## src/rtl/assert_macros.svh

```systemverilog
// Assertion macros shared by the resource pool RTL.
`ifndef ASSERT_MACROS_SVH
`define ASSERT_MACROS_SVH

// Consequent must hold in the same cycle as the antecedent.
`define RPWQ_ASSERT_SAME(label, clk, rst_n, ante, cons, msg) \
    label: assert property (@(posedge clk) disable iff (!(rst_n)) (ante) |-> (cons)) \
        else $error(msg);

// Consequent must hold in the cycle after the antecedent.
`define RPWQ_ASSERT_NEXT(label, clk, rst_n, ante, cons, msg) \
    label: assert property (@(posedge clk) disable iff (!(rst_n)) (ante) |=> (cons)) \
        else $error(msg);

`endif

```

## src/rtl/rpwq_pkg.sv

```systemverilog
// Package with shared widths, codes and interface structs of the resource pool.
`timescale 1ns / 1ps
package rpwq_pkg;

    localparam int RES_W     = 7;
    localparam int TAG_W     = 16;
    localparam int STAMP_W   = 16;
    localparam int STATUS_W  = 3;
    localparam int RES_LIMIT = 127;

    localparam int S_TDATA_W = 40;
    localparam int S_TUSER_W = 1;
    localparam int M_TDATA_W = 40;
    localparam int M_TUSER_W = 3;

    localparam int S_TAG_LSB   = 0;
    localparam int S_WAIT_BIT  = 16;
    localparam int S_NUM_LSB   = 17;
    localparam int S_STAMP_LSB = 24;

    localparam int DEF_MAX_RESOURCES = 64;
    localparam int DEF_WAIT_DEPTH    = 64;
    localparam int RESET_POOL_SIZE   = 64;

    localparam logic CMD_REQUEST = 1'b0;
    localparam logic CMD_RELEASE = 1'b1;

    localparam logic [STATUS_W-1:0] STATUS_GRANTED   = 3'd0;
    localparam logic [STATUS_W-1:0] STATUS_QUEUED    = 3'd1;
    localparam logic [STATUS_W-1:0] STATUS_DECLINED  = 3'd2;
    localparam logic [STATUS_W-1:0] STATUS_WAIT_FULL = 3'd3;
    localparam logic [STATUS_W-1:0] STATUS_RELEASED  = 3'd4;
    localparam logic [STATUS_W-1:0] STATUS_NOT_FOUND = 3'd5;

    typedef struct packed {
        logic load_item;
        logic hold_rd;
        logic free_rd;
        logic wait_rd;
        logic do_grant;
        logic grant_from_wait;
        logic do_nogrant;
        logic do_release;
    } ctrl_cmd_t;

    typedef struct packed {
        logic free_avail;
        logic serve_next;
        logic out_free;
    } dp_status_t;

endpackage

```

## src/rtl/rpwq_ram.sv

```systemverilog
// Generic single-port-write, single-port-read RAM with registered read data.
`timescale 1ns / 1ps
module rpwq_ram #(
    parameter int WIDTH = 16,
    parameter int DEPTH = 64
) (
    input  logic                     aclk,
    input  logic                     wr_en,
    input  logic [$clog2(DEPTH)-1:0] wr_addr,
    input  logic [WIDTH-1:0]         wr_data,
    input  logic                     rd_en,
    input  logic [$clog2(DEPTH)-1:0] rd_addr,
    output logic [WIDTH-1:0]         rd_data
);

    logic [WIDTH-1:0] mem_reg [DEPTH];
    logic [WIDTH-1:0] rd_data_reg;

    always_ff @(posedge aclk) begin
        if (wr_en) begin
            mem_reg[wr_addr] <= wr_data;
        end
        if (rd_en) begin
            rd_data_reg <= mem_reg[rd_addr];
        end
    end

    assign rd_data = rd_data_reg;

endmodule

```

## src/rtl/rpwq_ctrl.sv

```systemverilog
// Controller state machine that sequences requests, releases and waiter service.
`timescale 1ns / 1ps
module rpwq_ctrl (
    input  logic                  aclk,
    input  logic                  aresetn,
    input  logic                  s_tvalid,
    output logic                  s_tready,
    input  logic                  item_cmd,
    input  rpwq_pkg::dp_status_t  status,
    output rpwq_pkg::ctrl_cmd_t   cmd
);

    localparam logic [2:0] ST_IDLE        = 3'd0;
    localparam logic [2:0] ST_GRANT       = 3'd1;
    localparam logic [2:0] ST_NOGRANT     = 3'd2;
    localparam logic [2:0] ST_RELEASE     = 3'd3;
    localparam logic [2:0] ST_SERVE       = 3'd4;
    localparam logic [2:0] ST_SERVE_GRANT = 3'd5;

    logic [2:0] state_reg;
    logic [2:0] state_next;
    logic       accept;

    assign s_tready = (state_reg == ST_IDLE);
    assign accept   = s_tvalid && s_tready;

    always_comb begin
        state_next = state_reg;
        cmd        = '0;
        unique case (state_reg)
            ST_IDLE: begin
                if (accept) begin
                    cmd.load_item = 1'b1;
                    if (item_cmd == rpwq_pkg::CMD_RELEASE) begin
                        cmd.hold_rd = 1'b1;
                        state_next  = ST_RELEASE;
                    end else if (status.free_avail) begin
                        cmd.free_rd = 1'b1;
                        state_next  = ST_GRANT;
                    end else begin
                        state_next = ST_NOGRANT;
                    end
                end
            end
            ST_GRANT, ST_SERVE_GRANT: begin
                if (status.out_free) begin
                    cmd.do_grant        = 1'b1;
                    cmd.grant_from_wait = (state_reg == ST_SERVE_GRANT);
                    state_next          = ST_IDLE;
                end
            end
            ST_NOGRANT: begin
                if (status.out_free) begin
                    cmd.do_nogrant = 1'b1;
                    state_next     = ST_IDLE;
                end
            end
            ST_RELEASE: begin
                if (status.out_free) begin
                    cmd.do_release = 1'b1;
                    state_next     = status.serve_next ? ST_SERVE : ST_IDLE;
                end
            end
            ST_SERVE: begin
                cmd.free_rd = 1'b1;
                cmd.wait_rd = 1'b1;
                state_next  = ST_SERVE_GRANT;
            end
            default: begin
                state_next = ST_IDLE;
            end
        endcase
    end

    always_ff @(posedge aclk) begin
        if (!aresetn) begin
            state_reg <= ST_IDLE;
        end else begin
            state_reg <= state_next;
        end
    end

endmodule

```

## src/rtl/rpwq_datapath.sv

```systemverilog
// Datapath with the free list, holder table, wait queue and result register.
`timescale 1ns / 1ps
module rpwq_datapath #(
    parameter int MAX_RESOURCES = rpwq_pkg::DEF_MAX_RESOURCES,
    parameter int WAIT_DEPTH    = rpwq_pkg::DEF_WAIT_DEPTH
) (
    input  logic                              aclk,
    input  logic                              aresetn,
    input  logic                              cfg_wr_en,
    input  logic [rpwq_pkg::RES_W-1:0]        cfg_wr_data,
    input  logic [rpwq_pkg::S_TDATA_W-1:0]    s_tdata,
    input  rpwq_pkg::ctrl_cmd_t               cmd,
    output rpwq_pkg::dp_status_t              status,
    output logic                              m_tvalid,
    input  logic                              m_tready,
    output logic [rpwq_pkg::M_TDATA_W-1:0]    m_tdata,
    output logic [rpwq_pkg::M_TUSER_W-1:0]    m_tuser,
    output logic                              m_tlast
);

    localparam int RES_W      = rpwq_pkg::RES_W;
    localparam int TAG_W      = rpwq_pkg::TAG_W;
    localparam int STAMP_W    = rpwq_pkg::STAMP_W;
    localparam int HOLD_DEPTH = (MAX_RESOURCES < rpwq_pkg::RES_LIMIT) ?
                                MAX_RESOURCES : rpwq_pkg::RES_LIMIT;
    localparam int HIDX_W     = $clog2(HOLD_DEPTH);
    localparam int FIDX_W     = $clog2(MAX_RESOURCES);
    localparam int WIDX_W     = $clog2(WAIT_DEPTH);
    localparam int WCNT_W     = $clog2(WAIT_DEPTH + 1);
    localparam int RST_POOL   = (MAX_RESOURCES < rpwq_pkg::RESET_POOL_SIZE) ?
                                MAX_RESOURCES : rpwq_pkg::RESET_POOL_SIZE;
    localparam int RST_TAIL   = (RST_POOL == MAX_RESOURCES) ? 0 : RST_POOL;

    // Latched input item.
    logic [TAG_W-1:0]   tag_reg;
    logic               wait_reg;
    logic [RES_W-1:0]   num_reg;
    logic [STAMP_W-1:0] stamp_reg;

    // Pool bookkeeping.
    logic [RES_W-1:0]      free_count_reg;
    logic [FIDX_W-1:0]     free_head_reg;
    logic [FIDX_W-1:0]     free_tail_reg;
    logic [RES_W-1:0]      init_left_reg;
    logic [HOLD_DEPTH-1:0] holder_valid_reg;
    logic [WIDX_W-1:0]     wait_head_reg;
    logic [WIDX_W-1:0]     wait_tail_reg;
    logic [WCNT_W-1:0]     wait_count_reg;

    // Result register.
    logic                                out_valid_reg;
    logic [rpwq_pkg::STATUS_W-1:0]       out_status_reg;
    logic [RES_W-1:0]                    out_res_reg;
    logic [TAG_W-1:0]                    out_tag_reg;
    logic [STAMP_W-1:0]                  out_stamp_reg;
    logic                                out_last_reg;

    logic [RES_W-1:0]         s_num;
    logic [HIDX_W-1:0]        s_hidx;
    logic [HIDX_W-1:0]        rel_hidx;
    logic                     rel_in_range;
    logic                     found;
    logic                     wait_full;
    logic [RES_W-1:0]         pool_n;
    logic [FIDX_W-1:0]        tail_n;
    logic [RES_W-1:0]         grant_res;
    logic [HIDX_W-1:0]        grant_hidx;
    logic [TAG_W-1:0]         grant_tag;
    logic [FIDX_W-1:0]        free_head_inc;
    logic [FIDX_W-1:0]        free_tail_inc;
    logic [WIDX_W-1:0]        wait_head_inc;
    logic [WIDX_W-1:0]        wait_tail_inc;
    logic                     queue_push;
    logic                     free_push;

    logic [RES_W-1:0]         free_rd_data;
    logic [TAG_W-1:0]         wait_rd_data;
    logic [TAG_W+STAMP_W-1:0] hold_rd_data;

    assign s_num  = s_tdata[rpwq_pkg::S_NUM_LSB +: RES_W];
    assign s_hidx = HIDX_W'(s_num - RES_W'(1));

    assign rel_hidx     = HIDX_W'(num_reg - RES_W'(1));
    assign rel_in_range = (num_reg != '0) && (num_reg <= RES_W'(HOLD_DEPTH));
    assign found        = rel_in_range && holder_valid_reg[rel_hidx];
    assign wait_full    = (wait_count_reg == WCNT_W'(WAIT_DEPTH));

    assign status.free_avail = (free_count_reg != '0);
    assign status.serve_next = ((free_count_reg != '0) || found) && (wait_count_reg != '0);
    assign status.out_free   = !out_valid_reg || m_tready;

    // Entries of the initial load are implied by their position until first consumed.
    assign grant_res  = (init_left_reg != '0) ? (RES_W'(free_head_reg) + RES_W'(1))
                                              : free_rd_data;
    assign grant_hidx = HIDX_W'(grant_res - RES_W'(1));
    assign grant_tag  = cmd.grant_from_wait ? wait_rd_data : tag_reg;

    assign free_head_inc = (free_head_reg == FIDX_W'(MAX_RESOURCES - 1)) ? '0
                         : free_head_reg + FIDX_W'(1);
    assign free_tail_inc = (free_tail_reg == FIDX_W'(MAX_RESOURCES - 1)) ? '0
                         : free_tail_reg + FIDX_W'(1);
    assign wait_head_inc = (wait_head_reg == WIDX_W'(WAIT_DEPTH - 1)) ? '0
                         : wait_head_reg + WIDX_W'(1);
    assign wait_tail_inc = (wait_tail_reg == WIDX_W'(WAIT_DEPTH - 1)) ? '0
                         : wait_tail_reg + WIDX_W'(1);

    assign queue_push = cmd.do_nogrant && wait_reg && !wait_full;
    assign free_push  = cmd.do_release && found;

    always_comb begin
        if (cfg_wr_data == '0) begin
            pool_n = RES_W'(1);
        end else if (int'(cfg_wr_data) > MAX_RESOURCES) begin
            pool_n = RES_W'(HOLD_DEPTH);
        end else begin
            pool_n = cfg_wr_data;
        end
        tail_n = (int'(pool_n) == MAX_RESOURCES) ? '0 : FIDX_W'(pool_n);
    end

    rpwq_ram #(
        .WIDTH (RES_W),
        .DEPTH (MAX_RESOURCES)
    ) u_free_ram (
        .aclk    (aclk),
        .wr_en   (free_push),
        .wr_addr (free_tail_reg),
        .wr_data (num_reg),
        .rd_en   (cmd.free_rd),
        .rd_addr (free_head_reg),
        .rd_data (free_rd_data)
    );

    rpwq_ram #(
        .WIDTH (TAG_W + STAMP_W),
        .DEPTH (HOLD_DEPTH)
    ) u_hold_ram (
        .aclk    (aclk),
        .wr_en   (cmd.do_grant),
        .wr_addr (grant_hidx),
        .wr_data ({grant_tag, stamp_reg}),
        .rd_en   (cmd.hold_rd),
        .rd_addr (s_hidx),
        .rd_data (hold_rd_data)
    );

    rpwq_ram #(
        .WIDTH (TAG_W),
        .DEPTH (WAIT_DEPTH)
    ) u_wait_ram (
        .aclk    (aclk),
        .wr_en   (queue_push),
        .wr_addr (wait_tail_reg),
        .wr_data (tag_reg),
        .rd_en   (cmd.wait_rd),
        .rd_addr (wait_head_reg),
        .rd_data (wait_rd_data)
    );

    always_ff @(posedge aclk) begin
        if (cmd.load_item) begin
            tag_reg   <= s_tdata[rpwq_pkg::S_TAG_LSB +: TAG_W];
            wait_reg  <= s_tdata[rpwq_pkg::S_WAIT_BIT];
            num_reg   <= s_num;
            stamp_reg <= s_tdata[rpwq_pkg::S_STAMP_LSB +: STAMP_W];
        end
    end

    always_ff @(posedge aclk) begin
        if (!aresetn) begin
            free_count_reg   <= RES_W'(RST_POOL);
            free_head_reg    <= '0;
            free_tail_reg    <= FIDX_W'(RST_TAIL);
            init_left_reg    <= RES_W'(RST_POOL);
            holder_valid_reg <= '0;
            wait_head_reg    <= '0;
            wait_tail_reg    <= '0;
            wait_count_reg   <= '0;
        end else if (cfg_wr_en) begin
            free_count_reg   <= pool_n;
            free_head_reg    <= '0;
            free_tail_reg    <= tail_n;
            init_left_reg    <= pool_n;
            holder_valid_reg <= '0;
            wait_head_reg    <= '0;
            wait_tail_reg    <= '0;
            wait_count_reg   <= '0;
        end else begin
            if (cmd.do_grant) begin
                holder_valid_reg[grant_hidx] <= 1'b1;
                free_head_reg                <= free_head_inc;
                free_count_reg               <= free_count_reg - RES_W'(1);
                if (init_left_reg != '0) begin
                    init_left_reg <= init_left_reg - RES_W'(1);
                end
            end
            if (free_push) begin
                holder_valid_reg[rel_hidx] <= 1'b0;
                free_tail_reg              <= free_tail_inc;
                free_count_reg             <= free_count_reg + RES_W'(1);
            end
            if (queue_push) begin
                wait_tail_reg  <= wait_tail_inc;
                wait_count_reg <= wait_count_reg + WCNT_W'(1);
            end
            if (cmd.wait_rd) begin
                wait_head_reg  <= wait_head_inc;
                wait_count_reg <= wait_count_reg - WCNT_W'(1);
            end
        end
    end

    always_ff @(posedge aclk) begin
        if (!aresetn) begin
            out_valid_reg <= 1'b0;
        end else if (cmd.do_grant || cmd.do_nogrant || cmd.do_release) begin
            out_valid_reg <= 1'b1;
        end else if (m_tready) begin
            out_valid_reg <= 1'b0;
        end
    end

    always_ff @(posedge aclk) begin
        if (cmd.do_grant) begin
            out_status_reg <= rpwq_pkg::STATUS_GRANTED;
            out_res_reg    <= grant_res;
            out_tag_reg    <= grant_tag;
            out_stamp_reg  <= stamp_reg;
            out_last_reg   <= 1'b1;
        end else if (cmd.do_nogrant) begin
            if (!wait_reg) begin
                out_status_reg <= rpwq_pkg::STATUS_DECLINED;
            end else if (wait_full) begin
                out_status_reg <= rpwq_pkg::STATUS_WAIT_FULL;
            end else begin
                out_status_reg <= rpwq_pkg::STATUS_QUEUED;
            end
            out_res_reg   <= '0;
            out_tag_reg   <= tag_reg;
            out_stamp_reg <= '0;
            out_last_reg  <= 1'b1;
        end else if (cmd.do_release) begin
            if (found) begin
                out_status_reg <= rpwq_pkg::STATUS_RELEASED;
                out_res_reg    <= num_reg;
                out_tag_reg    <= hold_rd_data[STAMP_W +: TAG_W];
                out_stamp_reg  <= hold_rd_data[STAMP_W-1:0];
            end else begin
                out_status_reg <= rpwq_pkg::STATUS_NOT_FOUND;
                out_res_reg    <= '0;
                out_tag_reg    <= '0;
                out_stamp_reg  <= '0;
            end
            out_last_reg <= !status.serve_next;
        end
    end

    assign m_tvalid = out_valid_reg;
    assign m_tuser  = out_status_reg;
    assign m_tlast  = out_last_reg;
    assign m_tdata  = {{(rpwq_pkg::M_TDATA_W - RES_W - TAG_W - STAMP_W){1'b0}},
                       out_stamp_reg, out_tag_reg, out_res_reg};

endmodule

```

## src/rtl/resource_pool_with_wait_queue.sv

```systemverilog
// Top level of the resource pool with FIFO free list and FIFO wait queue.
//
// Requests and releases arrive as transfers on the s_ channel; s_tuser selects
// request or release. Each request gives one result transfer on the m_ channel;
// a release gives one or two, the second being a grant to the oldest waiter.
// m_tlast marks the final result of an item and m_tuser carries its status.
// A request passes the grant or no-grant state, a release the release state,
// plus serve and serve-grant when it serves a waiter; one item is in work at a
// time, and each RAM lookup is a registered read before its result is formed.
// A finished result sits in an output register, so the next item is accepted
// while that result waits; when the receiver stalls, the block holds the
// result and stops once the next result is ready.
// Reset (aresetn low, synchronous) loads a pool of 64 resources, capped by
// MAX_RESOURCES, and empties the holder table and the wait queue at once.
// A write on cfg_wr_en while idle sets the pool size and reloads the same way.
`timescale 1ns / 1ps
`include "assert_macros.svh"
module resource_pool_with_wait_queue #(
    parameter int MAX_RESOURCES = rpwq_pkg::DEF_MAX_RESOURCES,
    parameter int WAIT_DEPTH    = rpwq_pkg::DEF_WAIT_DEPTH
) (
    input  logic                           aclk,
    input  logic                           aresetn,
    input  logic                           cfg_wr_en,
    input  logic [rpwq_pkg::RES_W-1:0]     cfg_wr_data,  // pool_size
    input  logic                           s_tvalid,
    output logic                           s_tready,
    // requester_tag[15:0], wait_if_busy[16], release_number[23:17],
    // time_stamp[39:24]
    input  logic [rpwq_pkg::S_TDATA_W-1:0] s_tdata,
    input  logic [rpwq_pkg::S_TUSER_W-1:0] s_tuser,      // cmd[0]
    output logic                           m_tvalid,
    input  logic                           m_tready,
    // resource_number[6:0], holder_tag[22:7], start_stamp[38:23], zero[39]
    output logic [rpwq_pkg::M_TDATA_W-1:0] m_tdata,
    output logic [rpwq_pkg::M_TUSER_W-1:0] m_tuser,      // status[2:0]
    output logic                           m_tlast
);

    rpwq_pkg::ctrl_cmd_t  ctrl_cmd;
    rpwq_pkg::dp_status_t dp_status;

    rpwq_ctrl u_ctrl (
        .aclk     (aclk),
        .aresetn  (aresetn),
        .s_tvalid (s_tvalid),
        .s_tready (s_tready),
        .item_cmd (s_tuser[0]),
        .status   (dp_status),
        .cmd      (ctrl_cmd)
    );

    rpwq_datapath #(
        .MAX_RESOURCES (MAX_RESOURCES),
        .WAIT_DEPTH    (WAIT_DEPTH)
    ) u_datapath (
        .aclk        (aclk),
        .aresetn     (aresetn),
        .cfg_wr_en   (cfg_wr_en),
        .cfg_wr_data (cfg_wr_data),
        .s_tdata     (s_tdata),
        .cmd         (ctrl_cmd),
        .status      (dp_status),
        .m_tvalid    (m_tvalid),
        .m_tready    (m_tready),
        .m_tdata     (m_tdata),
        .m_tuser     (m_tuser),
        .m_tlast     (m_tlast)
    );

    `RPWQ_ASSERT_NEXT(a_one_item_at_a_time, aclk, aresetn,
        s_tvalid && s_tready, !s_tready, "input accepted while an item is in work")

    `RPWQ_ASSERT_SAME(a_first_of_two_is_release, aclk, aresetn,
        m_tvalid && !m_tlast,
        m_tuser == rpwq_pkg::STATUS_RELEASED || m_tuser == rpwq_pkg::STATUS_NOT_FOUND,
        "non-final result is not a release result")

    `RPWQ_ASSERT_SAME(a_grant_has_resource, aclk, aresetn,
        m_tvalid && m_tuser == rpwq_pkg::STATUS_GRANTED,
        m_tdata[rpwq_pkg::RES_W-1:0] != '0, "grant without a resource number")

    `RPWQ_ASSERT_SAME(a_refusal_has_no_resource, aclk, aresetn,
        m_tvalid && (m_tuser == rpwq_pkg::STATUS_QUEUED ||
                     m_tuser == rpwq_pkg::STATUS_DECLINED ||
                     m_tuser == rpwq_pkg::STATUS_WAIT_FULL),
        m_tdata[rpwq_pkg::RES_W-1:0] == '0, "refused request carries a resource number")

endmodule
```

## config.mk

```make
export PLATFORM = sky130hd
export DESIGN_NAME = resource_pool_with_wait_queue
export DESIGN_NICKNAME = d
export VERILOG_FILES = /design/src/rtl/rpwq_pkg.sv /design/src/rtl/rpwq_ram.sv /design/src/rtl/rpwq_ctrl.sv /design/src/rtl/rpwq_datapath.sv /design/src/rtl/resource_pool_with_wait_queue.sv
export VERILOG_INCLUDE_DIRS = /design/src /design/src/rtl
export SDC_FILE = /design/constraint.sdc
export NUM_CORES = 2
export LEC_CHECK = 0
export BUFFER_PORTS_ARGS = -buffer_cell sky130_fd_sc_hd__buf_4
export CAP_MARGIN = 20
export CORE_UTILIZATION = 45
export DETAILED_ROUTE_END_ITERATION = 16
export GPL_TIMING_DRIVEN = 0
export PLACE_DENSITY = 0.62
export SYNTH_ARGS = -nofsm -noshare
export SYNTH_HDL_FRONTEND = slang
export SYNTH_SLANG_ARGS = --single-unit
```

## constraint.sdc

```tcl
create_clock -name aclk -period 5.9 [get_ports aclk]
set_input_delay 1.18 -clock aclk [delete_from_list [all_inputs] [get_ports aclk]]
set_output_delay 1.18 -clock aclk [all_outputs]
set_load 0.1 [all_outputs]
```

==> results.cfg <==
[clock_tree]
htreeDepth = 5
ctsHoldBuffers = 0
clockBufferDepth = 4
clock_sinks = 3771
clk_latency_ns = 0.97
cts.clk_slew.worst_paths_ns = 0.06
cts_tree = yes
numCtsBuffers = 388
cts-root-buf = clkbuf_16

[timing]
finalHoldViolCount = 0
tightest_slew_ns = 1.136
finalSetupViolCount = 0
rsz0062_at_grt = no
timing.fmax_mhz = 171.7
layout_setup_ws_ns = 0.07484
fin_crit_sh_pct = 98.73
slew-limit-headroom_pct = 24.30
skew_ns = 0.07608
min_period_ns = 5.825
slew_viol_final = 0

[routing]
dr_wl_met2_um = 185100
antenna_left = 0
vias = 71490
drt-total-wl_um = 386300
top_layer = met5
via_per_inst = 6.088
first_pass_iters = 6
met1_length_um = 154400
met3_length_um = 32670
drtIter0Drc = 9228
wl_per_cell_um = 32.90
route.detailed.drc = 0

[layout]
final_nets = 7180
drive_gt1_share_pct = 32.24
fin_cells = 11740
fin_util_pct = 53.30
largest_reg_flops = 2048
n_fill_cell = 24140
area_growth_syn_to_layout_pct = 17.71

[place]
dp_cells = 10980
dp_hpwl_um = 264100
dp_slack_ns = -2.983
place.gp.congestion = 0.8767
io_buffers = 96

[min_path]
hold_class = input pin to flip-flop

[die]
dieArea_um2 = 325700
initial_core_util_pct = 45.28
row_count = 208
ios = 99
core_area_um2 = 321400
die_h_um = 570.7
die_width_um = 570.7

[setup_path]
path_max_fanout = 17
cp.arrival_ns = 6.44
slowest_stage = mux4_2
path_cells = buf_4, clkbuf_2, clkbuf_4, buf_2, inv_1, ha_1, clkbuf_1, clkbuf_2, buf_2, clkbuf_2, mux4_2, mux4_2, mux2i_1, a21oi_1
crit_path_start_kind = input pin
slowest_delay_ns = 0.50
critPathRequiredTime_ns = 6.51
end_kind = flip-flop
crit_family = buffers and inverters
crit_type = input pin to flip-flop
cp_num_buf_inv = 9
critPathMostFrequentCell = clkbuf_2

[grt]
track_usage_pct = 23.68
grt-ovfl-total = 0
grt_pass1_vias = 71300
grt_pass1_wl_um = 543500
grt_max_degree = 66
grt_antenna_before_repair = 35

[synth]
ys_types = 74
syn_avg_cell_area_um2 = 23.04
synthFlopType = edfxtp_1
yosysWarnings = 0
synth_fp_nets = 6391
synth_edf_count = 3654
synth_cells = 6317
synth-seq-area-share_pct = 77.00
async_reset_ff_share_pct = 0
ys_ff_latch = 3771
synthesis.area_um2 = 145500

[power]
p_leak_nw = 52.49
p_per_area_nw_per_um2 = 342.5
peakVddDrop_mv = 0.2561

[flow_run]
drv_cap = 0

[run_status]
run_status = finished clean
-- placed cells by master (no fill, tap or decap), drive strengths merged, types with 11 or more instances in the layout --
cell type and n:
a211oi 68, a21oi 121, a22o 18, a2bb2oi 17, buf 517, bufinv 47, clkbuf 718, clkinv 173
dfxtp 117, edfxtp 3654, ha 19, inv 34, mux2 22, mux2i 15, mux4 1158, nand2 91
nand2b 12, nand3 50, nor2 250, nor2b 14, nor3 55, nor4 33, o21ai 30, or3 11
xnor2 19, xor2 15
-- report_power, final --
group	internal [mW]	switching (mW)
Clock	14.3	10.3
Sequential	29.7	0.178
Combinational	1.43	2.71
Total	45.5	13.2
-- logic make-up (layout without fill, tap and decap cells) --
logic type	after synthesis	count (layout)	synth area share, %
muxes	1195	1195	18.19
AOI/OAI and AO/OA	337	337	1.544
other	1	9	0.002577
and+or+nand+nor	572	572	1.828
xor gates and xnor gates	34	34	0.2175
adders and majority gates	21	21	0.1909
DFF	3771	3771	77.00
buffers and inverters	386	1498	1.024
-- path summary, 6_finish.rpt --
kind	from	end	slack [ns]	depth (start not counted)
worst max register to register	u_datapath.init_left_reg[0]	u_datapath.u_hold_ram.mem_reg[37][21]	0.22	13
worst min register to register	u_datapath.free_count_reg[5]	u_datapath.free_count_reg[5]	0.49	2
worst min-delay path	s_tdata[5]	u_datapath.tag_reg[5]	0.40	1
worst max-delay path	s_tdata[17]	u_datapath.u_hold_ram.rd_data[7]	0.07	14
-- area by class of cell --
cell class | instances | area [µm²] | area share [%]
flip-flops and latches | 3771 | 112100 | 65.41
multi-input cells | 2160 | 32850 | 19.18
clock buffers | 478 | 10190 | 5.948
repair buffers | 402 | 6699 | 3.910
well taps | 4305 | 5386 | 3.144
clock inverters | 235 | 2547 | 1.487
plain buffers | 356 | 1456 | 0.8501
inverters | 27 | 103.9 | 0.06062
diodes | 8 | 20.02 | 0.01169
-- cells in the mapped netlist (4+ instances only) --
| library cell | count | area share (%) |
|---|---|---|
| buf_1 | 100 | 0.26 |
| o22ai_1 | 4 | 0.017 |
| a21oi_1 | 121 | 0.42 |
| a31oi_1 | 8 | 0.034 |
| edfxtp_1 | 3654 | 75 |
| nor4_1 | 33 | 0.14 |
| or3_1 | 11 | 0.047 |
| and3_1 | 7 | 0.030 |
| a22o_1 | 18 | 0.11 |
| nor3_1 | 52 | 0.18 |
| nand4_1 | 8 | 0.034 |
| clkbuf_1 | 233 | 0.60 |
| o2bb2ai_1 | 4 | 0.024 |
| nand2_1 | 90 | 0.23 |
| o21bai_1 | 5 | 0.026 |
| and2_1 | 6 | 0.026 |
| nand3_1 | 50 | 0.17 |
| nand3b_1 | 10 | 0.052 |
| nand2b_1 | 12 | 0.052 |
| nor3b_1 | 4 | 0.021 |
| ha_1 | 19 | 0.16 |
| mux2i_1 | 15 | 0.10 |
| mux2_2 | 22 | 0.17 |
| xnor2_1 | 18 | 0.11 |
| buf_2 | 24 | 0.083 |
| nor2_1 | 250 | 0.64 |
| a211oi_1 | 68 | 0.35 |
| nor2b_1 | 14 | 0.060 |
| inv_1 | 23 | 0.059 |
| mux4_2 | 1158 | 18 |
| a31o_2 | 5 | 0.030 |
| a2bb2oi_1 | 17 | 0.10 |
| xor2_1 | 15 | 0.090 |
| o21a_1 | 8 | 0.041 |
| dfxtp_1 | 117 | 1.6 |
| o21ai_0 | 28 | 0.096 |
| a21o_1 | 10 | 0.052 |
| or4_1 | 5 | 0.026 |
| or2_2 | 9 | 0.039 |
-- layer usage --
| layer | track usage (%) | up-vias |
|---|---|---|
| li1 | - | 28770 |
| met1 | 33.11 | 38710 |
| met2 | 37.83 | 3395 |
| met3 | 4.334 | 602 |
| met4 | 7.810 | 10 |
| met5 | 0 | - |
-- per-stage QoR --
stage,TNS [ns],hold WS (ns),power [mW],instance area [µm²]
CTS,0,0.3371,58.96,170700
floorplan,0,0.4423,32.51,145500
finish,0,0.4000,58.68,171300
global placement,-3873.68,0.4720,34.15,151600
detailed placement,-136.45,0.4792,34.56,157900
global route,0,0.3860,60.08,171300
-- timing repair --
| item | 4_1_cts | 5_1_grt |
|---|---|---|
| buffers inserted | 4 | 2 |
| cloned | 0 | 0 |
| pin swaps | 0 | 1 |
| resized for setup | 24 | 37 |
| setup endpoints to repair | 278 | 15 |
No activity file was read; power rests on OpenSTA's default activity.
